`src/design/slfr_pkg.sv`:
```
package slfr_pkg;

  // Receive phase of the frame parser.
  typedef enum logic [1:0] {
    PH_IDLE  = 2'd0,
    PH_LEN   = 2'd1,
    PH_DATA  = 2'd2,
    PH_CHECK = 2'd3
  } phase_t;

  // Reset value of the start byte register (ASCII STX).
  localparam logic [7:0] START_BYTE_RESET = 8'h02;

  // One result item as it travels from the parser to the output register.
  typedef struct packed {
    logic       too_long;
    logic       frame_good;
    logic       end_of_frame;
    logic [7:0] byte_index;
    logic [7:0] data_byte;
  } result_t;

endpackage

```
`src/design/stx_length_bcc_frame_receiver_unit.sv`:
```
// Frame receiver for start / length / payload / XOR-check framing. Received
// bytes enter on the s_axis stream, one per transaction; a frame is the start
// byte, a length byte L, L payload bytes and a check byte equal to the XOR of
// the start byte, L and the payload. Bytes seen while idle that are not the
// start byte are dropped. Each payload byte within the first MAX_PAYLOAD is
// sent on m_axis with its index; after the check byte one transaction with
// tlast high carries the status in tuser. The block takes one byte per clock
// cycle while m_axis does not hold back its results; a byte passes through an
// input register and then a result register before its result is valid on
// m_axis. The start byte is set through the cfg port (reset value 0x02) and
// should be written while idle.
module stx_length_bcc_frame_receiver_unit #(
  parameter int MAX_PAYLOAD = 64
) (
  input  logic        clk,
  input  logic        rst,
  // Configuration write channel.
  input  logic        cfg_valid,
  output logic        cfg_ready,
  input  logic [7:0]  cfg_data,      // [7:0] start_byte
  // Received bytes.
  input  logic        s_axis_tvalid,
  output logic        s_axis_tready,
  input  logic [7:0]  s_axis_tdata,  // [7:0] rx_byte
  // Results.
  output logic        m_axis_tvalid,
  input  logic        m_axis_tready,
  output logic [15:0] m_axis_tdata,  // [7:0] data_byte, [15:8] byte_index
  output logic        m_axis_tlast,  // end_of_frame
  output logic [1:0]  m_axis_tuser   // [0] frame_good, [1] too_long
);
  import slfr_pkg::*;

  logic       start_byte;
  logic [7:0] start_value;
  logic       held_valid;
  logic [7:0] held_byte;
  logic       advance;
  logic       can_take;
  logic       res_valid;
  result_t    res;
  result_t    out_res;

  // Start byte register; writes are always taken.
  assign cfg_ready  = 1'b1;
  assign start_byte = cfg_valid && cfg_ready;

  always_ff @(posedge clk) begin
    if (rst) begin
      start_value <= START_BYTE_RESET;
    end else if (start_byte) begin
      start_value <= cfg_data;
    end
  end

  // A held byte is parsed when the result register can take its result.
  assign advance = held_valid && can_take;

  slfr_in_stage u_in (
    .clk        (clk),
    .rst        (rst),
    .in_valid   (s_axis_tvalid),
    .in_ready   (s_axis_tready),
    .in_byte    (s_axis_tdata),
    .advance    (advance),
    .held_valid (held_valid),
    .held_byte  (held_byte)
  );

  slfr_parser #(
    .MAX_PAYLOAD (MAX_PAYLOAD)
  ) u_parser (
    .clk        (clk),
    .rst        (rst),
    .step       (advance),
    .rx_byte    (held_byte),
    .start_byte (start_value),
    .res_valid  (res_valid),
    .res        (res)
  );

  slfr_out_stage u_out (
    .clk       (clk),
    .rst       (rst),
    .load      (advance),
    .res_valid (res_valid),
    .res       (res),
    .can_take  (can_take),
    .out_valid (m_axis_tvalid),
    .out_ready (m_axis_tready),
    .out_res   (out_res)
  );

  // Pack the result onto the stream fields.
  assign m_axis_tdata = {out_res.byte_index, out_res.data_byte};
  assign m_axis_tlast = out_res.end_of_frame;
  assign m_axis_tuser = {out_res.too_long, out_res.frame_good};

endmodule

```
`src/design/slfr_in_stage.sv`:
```
module slfr_in_stage (
  input  logic       clk,
  input  logic       rst,
  input  logic       in_valid,
  output logic       in_ready,
  input  logic [7:0] in_byte,
  input  logic       advance,
  output logic       held_valid,
  output logic [7:0] held_byte
);

  // The register takes a new byte when it is empty or its byte moves on.
  assign in_ready = !held_valid || advance;

  // Valid flag of the input register.
  always_ff @(posedge clk) begin
    if (rst) begin
      held_valid <= 1'b0;
    end else if (in_ready) begin
      held_valid <= in_valid;
    end
  end

  // Payload of the input register.
  always_ff @(posedge clk) begin
    if (in_ready && in_valid) begin
      held_byte <= in_byte;
    end
  end

endmodule

```
`src/design/slfr_parser.sv`:
```
module slfr_parser #(
  parameter int MAX_PAYLOAD = 64
) (
  input  logic              clk,
  input  logic              rst,
  input  logic              step,
  input  logic [7:0]        rx_byte,
  input  logic [7:0]        start_byte,
  output logic              res_valid,
  output slfr_pkg::result_t res
);
  import slfr_pkg::*;

  localparam logic [7:0] MaxPayload = 8'(MAX_PAYLOAD);

  phase_t     phase, phase_next;
  logic [7:0] bytes_left, bytes_left_next;
  logic [7:0] running_check, running_check_next;
  logic [7:0] next_index, next_index_next;
  logic       overlength, overlength_next;
  logic [7:0] left_dec;

  // Remaining count after a payload byte, held at zero.
  assign left_dec = (bytes_left != 8'd0) ? bytes_left - 8'd1 : 8'd0;

  // Next-state logic.
  always_comb begin
    phase_next         = phase;
    bytes_left_next    = bytes_left;
    running_check_next = running_check;
    next_index_next    = next_index;
    overlength_next    = overlength;
    if (step) begin
      case (phase)
        PH_IDLE: begin
          if (rx_byte == start_byte) begin
            running_check_next = start_byte;
            phase_next         = PH_LEN;
          end
        end
        PH_LEN: begin
          running_check_next = running_check ^ rx_byte;
          bytes_left_next    = rx_byte;
          next_index_next    = 8'd0;
          overlength_next    = rx_byte > MaxPayload;
          phase_next         = (rx_byte == 8'd0) ? PH_CHECK : PH_DATA;
        end
        PH_DATA: begin
          running_check_next = running_check ^ rx_byte;
          if (next_index != 8'hFF) begin
            next_index_next = next_index + 8'd1;
          end
          bytes_left_next = left_dec;
          if (left_dec == 8'd0) begin
            phase_next = PH_CHECK;
          end
        end
        PH_CHECK: begin
          phase_next         = PH_IDLE;
          bytes_left_next    = 8'd0;
          running_check_next = 8'd0;
          next_index_next    = 8'd0;
          overlength_next    = 1'b0;
        end
        default: begin
          phase_next = PH_IDLE;
        end
      endcase
    end
  end

  // Result logic: a payload byte that fits the buffer, or the frame status.
  always_comb begin
    res_valid = 1'b0;
    res       = '0;
    case (phase)
      PH_DATA: begin
        if (next_index < MaxPayload) begin
          res_valid      = step;
          res.data_byte  = rx_byte;
          res.byte_index = next_index;
        end
      end
      PH_CHECK: begin
        res_valid        = step;
        res.end_of_frame = 1'b1;
        res.frame_good   = (running_check == rx_byte) && !overlength;
        res.too_long     = overlength;
      end
      default: begin
        res_valid = 1'b0;
      end
    endcase
  end

  // Parser state registers.
  always_ff @(posedge clk) begin
    if (rst) begin
      phase         <= PH_IDLE;
      bytes_left    <= 8'd0;
      running_check <= 8'd0;
      next_index    <= 8'd0;
      overlength    <= 1'b0;
    end else begin
      phase         <= phase_next;
      bytes_left    <= bytes_left_next;
      running_check <= running_check_next;
      next_index    <= next_index_next;
      overlength    <= overlength_next;
    end
  end

endmodule

```
`src/design/slfr_out_stage.sv`:
```
module slfr_out_stage (
  input  logic              clk,
  input  logic              rst,
  input  logic              load,
  input  logic              res_valid,
  input  slfr_pkg::result_t res,
  output logic              can_take,
  output logic              out_valid,
  input  logic              out_ready,
  output slfr_pkg::result_t out_res
);
  import slfr_pkg::*;

  // The register is free when empty or when its transaction completes now.
  assign can_take = !out_valid || out_ready;

  // Valid flag of the result register.
  always_ff @(posedge clk) begin
    if (rst) begin
      out_valid <= 1'b0;
    end else if (load) begin
      out_valid <= res_valid;
    end else if (out_ready) begin
      out_valid <= 1'b0;
    end
  end

  // Payload of the result register.
  always_ff @(posedge clk) begin
    if (load && res_valid) begin
      out_res <= res;
    end
  end

endmodule
```
`config.mk`:
```
export PLATFORM = sky130hd
export DESIGN_NAME = stx_length_bcc_frame_receiver_unit
export DESIGN_NICKNAME = d
export VERILOG_FILES = /design/src/design/slfr_pkg.sv /design/src/design/stx_length_bcc_frame_receiver_unit.sv /design/src/design/slfr_in_stage.sv /design/src/design/slfr_parser.sv /design/src/design/slfr_out_stage.sv
export SDC_FILE = /design/constraint.sdc
export NUM_CORES = 1
export LEC_CHECK = 0
export BUFFER_PORTS_ARGS = -buffer_cell sky130_fd_sc_hd__buf_2
export CELL_PAD_IN_SITES_DETAIL_PLACEMENT = 0
export CELL_PAD_IN_SITES_GLOBAL_PLACEMENT = 1
export CORE_MARGIN = 4
export CORE_UTILIZATION = 40
export CTS_CLUSTER_SIZE = 24
export DETAILED_ROUTE_END_ITERATION = 8
export PLACE_DENSITY = 0.84
export SYNTH_ARGS = -nofsm -noshare
export SYNTH_HDL_FRONTEND = slang
export SYNTH_SLANG_ARGS = --single-unit
export TNS_END_PERCENT = 1
```
`constraint.sdc`:
```
create_clock -name clk -period 3.01 [get_ports clk]
set_clock_uncertainty 0.1 [all_clocks]
set_input_delay 0.301 -clock clk [delete_from_list [all_inputs] [get_ports clk]]
set_output_delay 0.301 -clock clk [all_outputs]
set_load 0.1 [all_outputs]
```
==> flow_metrics.py <==
metrics = {
    "yosys": {
        "yosysWarnings": 0,
        "synthDominantCellAreaShare": 0.245,
        "synth_top_area_cell": "edfxtp_1",
        "ys_types": 50,
        "ys.flop_type": "dfxtp_1",
        "yosysSeqAreaShare": 0.470,
        "syn_area_sq_um": 3300,
        "async_reset_ff_frac": 0,
        "synth_edf_count": 27,
        "synthTopCellsByArea": "edfxtp_1 (25%), dfxtp_1 (22%), nor2_1 (4.7%)",
        "ys_ff_latch": 64,
        "netlist_instances": 335,
        "syn_avg_cell_area_sq_um": 9.86,
    },
    "finish": {
        "fill_cells": 738,
        "antenna_cells": 0,
        "stdcell_area_sq_um": 3800,
        "drive_above_1_share": 0.220,
        "area.growth.synth_to_final_pct": 14.9,
        "final_nets": 401,
    },
    "timing": {
        "drv_slew": 0,
        "tightest_slew_ns": 0.785,
        "timing.fmax_mhz": 437,
        "final.setup.tns_ns": 0,
        "finalHoldViolations": 0,
        "slew_headroom": 0.472,
        "setup_violations": 0,
        "worst_slack_ns": 0.723,
        "fin_crit_ns": 2.29,
        "rsz0062_at_grt": "no",
        "min_period_over_period": 0.760,
    },
    "floorplan": {
        "die_w_um": 98.9,
        "initial_utilization": 0.419,
        "fp.dieH_um": 98.9,
        "core_area_sq_um": 7890,
        "placementRows": 32,
        "io_pins": 43,
        "die-area_sq_um": 9780,
    },
    "clocking": {
        "cts_tree": "done",
        "worstSkewPairLatency_ns": 0.34,
        "clock_sinks": 64,
        "htree_levels": 3,
        "postCtsSetupBuffers": 0,
        "cts-resized-gates": 0,
        "root_buffer": "clkbuf_8",
        "cts-buffers-inserted": 9,
        "clkTransAtPathRegs_ns": 0.07,
        "clockBufferDepth": 2,
        "postCtsHoldBufs": 0,
    },
    "run": {
        "cap_viol_max_count": 0,
    },
    "power": {
        "pwr-share-clk": 0.437,
        "p_leak_nw": 1.34,
        "intPower_mw": 1.44,
        "vdd_drop_max_v": 0.000200,
        "power_switching_mw": 0.411,
        "swShare": 0.222,
        "seqPwrFrac": 0.509,
        "power_mw": 1.85,
        "share_comb_of_total_power": 0.054,
        "power_density_nw_per_um2": 488,
    },
    "worst_setup_path": {
        "crit_path_top_delay_cell": "dfxtp_1",
        "r2r_slack_ns": 0.72,
        "crit_chain": "inv_1 > ha_1 > or2_1 > a221oi_1 > o311ai_1 > a211oi_2 > mux2_1",
        "start_kind": "register",
        "cp_max_fo": 7,
        "cp.arrival_ns": 2.42,
        "critPathKind": "reg -> reg",
        "crit_required_ns": 3.14,
        "end_kind": "register",
        "max_stage_delay_ns": 0.37,
    },
    "routing": {
        "wire_per_inst_um": 15.2,
        "drtIter0Drc": 191,
        "vias": 2512,
        "viasPerCell": 5.23,
        "drtPass1Iterations": 4,
        "drc": 0,
        "drt-total-wl_um": 7280,
        "postRouteAntennaNets": 0,
    },
    "place": {
        "port_buffers": 41,
        "dp_slack_ns": 0.733,
        "dp_hpwl_um": 5140,
        "place.gp.congestion": 0.883,
        "placed_area_sq_um": 3580,
    },
    "outcome": {
        "outcome": "finished clean",
    },
    "global_routing": {
        "overflow": 0,
        "grtUsageTotal": 0.156,
        "grt_pass1_vias": 2477,
        "grt_pass1_wl_um": 12300,
        "antenna_found_initial": 0,
        "grt_max_degree": 31,
    },
    "min_path": {
        "hp-class": "in -> reg",
    },
}
layout by cell type (no fill, tap or decap), types with 4 or more instances in the layout:
cell type  Yosys  layout
buf_4          1       8
nand3_1        5       5
a211oi_1       4       4
mux2i_1       10      10
nor3b_1       10      10
o21ai_0        6       6
xnor2_1       11      11
o32ai_2        8       8
dfxtp_1       37      37
clkbuf_8       0      10
a21oi_1       22      22
nor2_1        41      41
nor4_1         5       5
ha_1           7       7
nor3_1        14      14
edfxtp_1      27      27
buf_2          4      41
inv_1          9       9
xor2_1        14      14
nand2_1       21      21
and2_1        16      16
cells in the mapped netlist, drive strengths merged (4+ instances only):
cell / n
nor2: 41
nand2: 21
or2: 4
mux2i: 10
xor2: 14
nand3: 5
inv: 9
xnor2: 11
o32ai: 8
clkbuf: 13
edfxtp: 27
a21oi: 22
o21ai: 7
nor3: 15
nor4: 8
and2: 16
ha: 7
dfxtp: 37
a211oi: 5
buf: 10
nor3b: 10
per-layer routing:
metal | vias to the layer above | share of wire | global-route usage
met2 | 70 | 0.44 | 0.225
met3 | 7 | 0.063 | 0.0460
li1 | 1262 | - | -
met4 | 0 | 0.012 | 0.0546
met1 | 1173 | 0.48 | 0.223
met5 | - | 0 | 0
stage by stage:
| step | util | hold slack (ns) | instances |
|---|---|---|---|
| 3_5_place_dp | 0.453 | 0.381 | 464 |
| 6_report | 0.481 | 0.0319 | 480 |
| 4_1_cts | 0.481 | 0.0250 | 480 |
| 2_1_floorplan | - | 0.300 | 336 |
| 3_3_place_gp | 0.453 | 0.380 | 464 |
| 5_1_grt | 0.481 | 0.0153 | 480 |
registers in the layout, summed over array words and instances, names as in the netlist, 2 cells and up:
| name | cells |
|---|---|
| u_parser.running_check | 8 |
| u_parser.bytes_left | 8 |
| start_value | 8 |
| u_parser.phase | 2 |
| u_out.out_res | 19 |
| u_in.held_byte | 8 |
| u_parser.next_index | 8 |
critical path, delay by kind of cell, from the launching register on:
kind | cells | cell delay [ns]
adder cells (fa/ha/maj) | 1 | 0.30
flip-flops | 1 | 0.37
AO/OA/AOI/OAI | 3 | 0.73
buffers and inverters | 1 | 0.10
AND/OR/NAND/NOR | 1 | 0.23
multiplexers | 1 | 0.34
final timing paths:
path	from	to	depth (start not counted)
max	u_parser.bytes_left[0]$_SDFFE_PP0P_	u_parser.phase[0]$_SDFFE_PP0P_	7
min	s_axis_tdata[5]	u_in.held_byte[5]$_DFFE_PP_	1
min reg2reg	u_parser.overlength$_SDFFE_PP0P_	u_parser.overlength$_SDFFE_PP0P_	2
max reg2reg	u_parser.bytes_left[0]$_SDFFE_PP0P_	u_parser.phase[0]$_SDFFE_PP0P_	7
area by class of cell:
cell class | count | area [sq um] | share of cell area
clock buffer | 10 | 138 | 0.0363
clock inverter | 6 | 82.6 | 0.0218
inverter | 9 | 33.8 | 0.00890
multi-input combinational | 240 | 1600 | 0.421
sequential | 64 | 1550 | 0.409
tap | 102 | 128 | 0.0336
timing repair buffer | 49 | 265 | 0.0699
cell families after synthesis:
group,after synthesis,share of synthesized area
AO/OA/AOI/OAI,57,0.134
XOR/XNOR,25,0.0663
adder cells (fa/ha/maj),7,0.0265
buffers and inverters,32,0.0481
flip-flops,64,0.470
multiplexers,11,0.0337
other,2,0.00227
AND/OR/NAND/NOR,137,0.219
power by group through the flow:
stage | combinational [mW] | sequential [mW] | clock, mW
6_report | 0.100 | 0.944 | 0.809
5_1_grt | 0.111 | 0.945 | 0.870
4_1_cts | 0.101 | 0.943 | 0.823
3_5_place_dp | 0.100 | 0.962 | 0
3_3_place_gp | 0.0993 | 0.962 | 0
2_1_floorplan | 0.0812 | 0.945 | 0
Power figures use the tool's default switching activity.
